**src/hw/rtl/piecewise_linear_table_interp_macros.svh**
```systemverilog
// Assertion macros shared by the breakpoint table RTL.
`ifndef PIECEWISE_LINEAR_TABLE_INTERP_MACROS_SVH
`define PIECEWISE_LINEAR_TABLE_INTERP_MACROS_SVH
// Implication checked on every clock edge outside reset.
`define PLTI_ASSERT_IMP(label, clk, rst_n, ante, cons, msg) \
  label: assert property (@(posedge clk) disable iff (!rst_n) (ante) |-> (cons)) \
    else $error(msg);
// Next-cycle implication checked outside reset.
`define PLTI_ASSERT_NEXT(label, clk, rst_n, ante, cons, msg) \
  label: assert property (@(posedge clk) disable iff (!rst_n) (ante) |=> (cons)) \
    else $error(msg);
`endif

```
**src/hw/rtl/plti_pkg.sv**
```systemverilog
// Package with the types and constants of the breakpoint table block.
`timescale 1ns / 1ps
package plti_pkg;
  localparam int NumTables = 8;
  localparam int MaxPoints = 256;
  localparam int TblW = 3;
  localparam int PtW = 8;
  localparam int CntW = 9;
  localparam int AddrW = TblW + PtW;
  localparam logic [31:0] OneQ16 = 32'h0001_0000;

  localparam logic [1:0] OpAppend = 2'd0;
  localparam logic [1:0] OpQuery = 2'd1;
  localparam logic [1:0] OpClear = 2'd2;

  localparam logic [1:0] StOk = 2'd0;
  localparam logic [1:0] StEmpty = 2'd1;
  localparam logic [1:0] StRange = 2'd2;

  typedef enum logic [2:0] {
    S_IDLE, S_FIRST, S_LAST, S_SCAN, S_MUL, S_DIV, S_DONE
  } state_t;

  // Request from the controller to the divider.
  typedef struct packed {
    logic        start;
    logic [63:0] num;
    logic [31:0] den;
  } div_req_t;

  // Answer from the divider.
  typedef struct packed {
    logic        done;
    logic [31:0] quo;
  } div_rsp_t;
endpackage

```
**src/hw/rtl/plti_div.sv**
```systemverilog
// Iterative 64 by 32 divider, signed dividend and unsigned divisor, one quotient bit per cycle.
`timescale 1ns / 1ps
module plti_div (
  input  logic               clk,
  input  logic               rst_n,
  input  plti_pkg::div_req_t req,
  output plti_pkg::div_rsp_t rsp
);
  import plti_pkg::*;
  `include "piecewise_linear_table_interp_macros.svh"

  logic        busy_r, busy_nxt;
  logic [6:0]  cnt_r, cnt_nxt;
  logic [63:0] rem_r, rem_nxt;
  logic [63:0] quo_r, quo_nxt;
  logic [31:0] den_r, den_nxt;
  logic        neg_r, neg_nxt;
  logic        done_r, done_nxt;
  logic [64:0] shifted;
  logic [64:0] diff;

  assign shifted = {rem_r, quo_r[63]};
  assign diff = shifted - {33'd0, den_r};

  // Restoring division on magnitudes; the sign is restored at the end.
  always_comb begin
    busy_nxt = busy_r;
    cnt_nxt = cnt_r;
    rem_nxt = rem_r;
    quo_nxt = quo_r;
    den_nxt = den_r;
    neg_nxt = neg_r;
    done_nxt = 1'b0;
    if (req.start) begin
      busy_nxt = 1'b1;
      cnt_nxt = 7'd0;
      rem_nxt = 64'd0;
      quo_nxt = req.num[63] ? (~req.num + 64'd1) : req.num;
      den_nxt = req.den;
      neg_nxt = req.num[63];
    end else if (busy_r) begin
      quo_nxt = {quo_r[62:0], ~diff[64]};
      rem_nxt = diff[64] ? shifted[63:0] : diff[63:0];
      cnt_nxt = cnt_r + 7'd1;
      if (cnt_r == 7'd63) begin
        busy_nxt = 1'b0;
        done_nxt = 1'b1;
      end
    end
  end

  always_ff @(posedge clk) begin
    if (!rst_n) begin
      busy_r <= 1'b0;
      done_r <= 1'b0;
    end else begin
      busy_r <= busy_nxt;
      done_r <= done_nxt;
    end
    cnt_r <= cnt_nxt;
    rem_r <= rem_nxt;
    quo_r <= quo_nxt;
    den_r <= den_nxt;
    neg_r <= neg_nxt;
  end

  assign rsp.done = done_r;
  assign rsp.quo = neg_r ? (~quo_r[31:0] + 32'd1) : quo_r[31:0];

  `PLTI_ASSERT_NEXT(a_done_ends_busy, clk, rst_n, rsp.done, !busy_r, "done while busy")
  `PLTI_ASSERT_IMP(a_no_start_busy, clk, rst_n, req.start, !busy_r, "start while busy")
  `PLTI_ASSERT_IMP(a_den_nonzero, clk, rst_n, req.start, req.den != 32'd0, "zero divisor")
endmodule

```
**config.mk**
```make
export PLATFORM = sky130hd
export DESIGN_NAME = plti_div
export DESIGN_NICKNAME = d
export VERILOG_FILES = /design/src/hw/rtl/plti_pkg.sv /design/src/hw/rtl/plti_div.sv
export VERILOG_INCLUDE_DIRS = /design/src /design/src/hw/rtl
export SDC_FILE = /design/constraint.sdc
export NUM_CORES = 1
export LEC_CHECK = 0
export BUFFER_PORTS_ARGS = -buffer_cell sky130_fd_sc_hd__buf_2
export CORE_UTILIZATION = 60
export DETAILED_ROUTE_END_ITERATION = 6
export PLACE_DENSITY_LB_ADDON = 0.1
export SLEW_MARGIN = 20
export SYNTH_ARGS = -nofsm -noshare
export SYNTH_HDL_FRONTEND = slang
export SYNTH_SLANG_ARGS = --single-unit
```
**constraint.sdc**
```tcl
create_clock -name clk -period 4.85 [get_ports clk]
set_clock_uncertainty 0.2 [all_clocks]
set_input_delay 0.485 -clock clk [delete_from_list [all_inputs] [get_ports clk]]
set_output_delay 0.485 -clock clk [all_outputs]
set_load 0.01 [all_outputs]
```
==> impl_metrics.yaml <==
setup_path:
  path_cells: "inv_1, ha_1, nand2b_1, nand2b_1, or4_1, or3_1, or3_1, or4_1, nand2b_1, o31ai_1, xnor2_1, buf_2"
  critPathBufInv: 2
  cp_slowest_stage_delay_ns: 0.46
  worst_ep_arrival_time_ns: 3.91
  r2r-end: "rem_r[58]"
  critPathCaptureType: "primary output"
  critical_path.top_delay_family: "simple AND/OR/NAND/NOR gates"
  startpoint: "quo_r[1]"
  critical-path-slowest-cell: "or4_1"
  reg2reg_from: "quo_r[63]"
  cp-start-kind: "flop"
  worstPathRequired_ns: 4.16
  crit_type: "flop to primary output"
  reg2reg_depth: 12
  cpMostUsedCell: "nand2b_1"
  r2r_slack_ns: 0.56
  path_max_fanout: 4
synthesis:
  synth_common_cells: "nand2_1 (150), nor2_1 (139), a21oi_1 (103)"
  synth_top_cell_by_area: "edfxtp_1"
  synth_top_area_share_pct: 25.8
  avgSynthCellArea_um2: 8.63
  yosysWarnings: 0
  yosysMostFrequentCell: "nand2_1"
  syn_nets: 1445
  ys.flop_type: "edfxtp_1"
  synth_area_mm2: 0.0113
  netlist-cell-type-count: 75
  async_flop_share_pct: 0
  yosys-top-cells-area: "edfxtp_1 (26%), dfxtp_1 (13%), xor2_1 (5.2%)"
  syn_inst: 1310
  synth_edf_count: 97
  synth.yosys.seq_area_share_pct: 38.7
  ys_seq_elements: 170
cells_and_area:
  post-route-util_pct: 69.5
  num-fill-cells: 1469
  final_nets: 1536
  syn_to_final_growth_pct: 12.0
  drive_above_1_share_pct: 14.4
timing:
  rsz0062_at_grt: "no"
  finalCritPeriodShare_pct: 94.7
  min_period_ns: 4.59
  setup_viol: 0
  hold_viol_final: 0
  slew_viol_final: 0
  tightest_slew_ns: 0.988
  fmax_mhz: 218
  slew_headroom_pct: 34.1
  tns_ns: 0
global_routing:
  grt_pass1_vias: 9311
  grtUsageMet3_pct: 4.44
  grt.overflow.total: 0
  gr-usage-met1_pct: 38.9
  busiest_layer: "met2"
  grt_max_degree: 106
  grt_pass1_wl_mm: 45.0
  grt_usage_pct: 28.5
  antenna_found_initial: 3
  grtUsageMet2_pct: 46.2
hold_path:
  hold_start: "req[9]"
  hp-class: "input pin to flop"
  worstHoldPathCells: 1
  min_to: "den_r[9]"
floorplan:
  die-area_mm2: 0.0194
  start_util_pct: 62.1
  die_h_um: 139
  core_mm2: 0.0182
  die_x_um: 139
  std_cell_rows: 49
  io_pins: 132
power_and_ir_drop:
  leakagePower_nw: 4.97
  ir_worst_vdd_uv: 258
  power_density_mw_per_mm2: 344
place:
  place_congestion: 0.923
  portBuffers: 131
  hpwl_mm: 18.9
clocking:
  cts_sinks: 170
  cts_setup_buffers: 0
  cts.reportedPaths.clkPinSlew_ns: 0.07
  root_buffer: "clkbuf_16"
  cts_buffers: 17
  worstSkewPairLatency_ns: 0.43
  cts_tree: "yes"
  clockBufferDepth: 2
  htree_levels: 4
detailed_routing:
  vias_per_cell: 6.10
  num_vias: 10000
  drcViolationCount: 7
  firstDrtPassIters: 7
  detail-route-antenna-nets: 0
  drt-initial-drc-count: 797
  finalWirelength_mm: 27.2
  wl_per_cell_um: 16.5
job:
  max_cap_violations: 0
status:
  violations: "design-rule violations"
  status: "finished, violations left"
## metal layers
metal	wire length [µm]	vias up
met5	0	-
met4	430	0
met3	1320	32
met2	12700	281
met1	12800	4741
li1	-	4986
## power by group
part	leakage (nW)	internal, mW	total (mW)	switching, mW
clock	0.272	0.760	1.35	0.586
sequential	1.55	1.69	1.81	0.124
combinational	3.15	0.486	1.19	0.706
## cell families after synthesis
kind of cell    share of synthesized area [%]
flops                                    38.7
simple gates                             21.1
fa+ha+maj                                4.05
xor+xnor                                 10.3
mux                                      1.75
buf+inv                                  3.94
compound gates                           20.2
## registers in the layout (all words and copies together), names as in the netlist
name    flops
done_r      1
quo_r      64
busy_r      1
rem_r      64
den_r      32
neg_r       1
cnt_r       7
## worst register-to-register path, stage by stage (launching register included)
cell and delay (ns):
edfxtp_1 0.34, inv_1 0.04, ha_1 0.21, fa_1 0.40, nand2b_1 0.17, a21o_1 0.18
a2111o_1 0.38, a21oi_1 0.24, o2111a_1 0.40, nor3_2 0.18, or2_2 0.60, or4_1 0.60
a311oi_1 0.26
## what timing repair did
action / 4_1_cts / 5_1_grt
gates resized for setup: 0 / 1
setup endpoints to repair: 0 / 2
hold buffers: 0 / 0
## placed cells by master (no fill, tap or decap), drive strengths merged, types with 4 or more instances in the layout
master and instances:
xor2 67, mux2i 13, or2 9, a21o 15, nand2 150, nor4 14
dfxtp 73, xnor2 66, o21ai 77, nand4 17, nand3 21, o21a 12
a311oi 32, mux2 6, a21oi 103, nor3 31, and2 4, or3 30
and3 5, nand2b 21, nor2b 7, o31ai 35, or4 28, inv 49
clkbuf 18, ha 35, clkinvlp 4, o211ai 7, edfxtp 97, nor2 140
o41ai 17, buf 141, a211oi 13, clkinv 6, nand3b 5
## final cells by class
class                      instances  area [µm²]  share of cell area (%)
inverter                          47         176                    1.39
tap                              229         287                    2.26
sequential                       170        4380                    34.6
clock inverter                    14         148                    1.17
clock buffer                      18         429                    3.39
antenna                            3        7.51                  0.0593
multi-input combinational       1024        6490                    51.3
timing repair buffer             141         737                    5.82
## worst max path at each step
stage                      to  slack (ns)  cells past startpoint
floorplan           rem_r[24]        1.03                     15
global placement    rem_r[58]        0.70                     12
detailed placement  rem_r[58]        0.58                     12
CTS                   rsp[28]        0.19                     10
global route          rsp[28]        0.05                     12
finish                rsp[28]        0.26                     12
## per-stage QoR
| step | worst slack, ns | hold slack, ns | power, mW | cell area (µm²) | std cells |
|---|---|---|---|---|---|
| CTS | 0.189 | 0.0146 | 4.35 | 12600 | 1643 |
| floorplan | 1.03 | 0.253 | 2.67 | 11300 | 1310 |
| global route | 0.0543 | 0.0119 | 4.57 | 12700 | 1646 |
| global placement | 0.696 | 0.266 | 2.99 | 12100 | 1611 |
| finish | 0.259 | 0.0274 | 4.35 | 12700 | 1646 |
| detailed placement | 0.582 | 0.279 | 3.01 | 12100 | 1611 |
(Power assumes the default switching activity.)
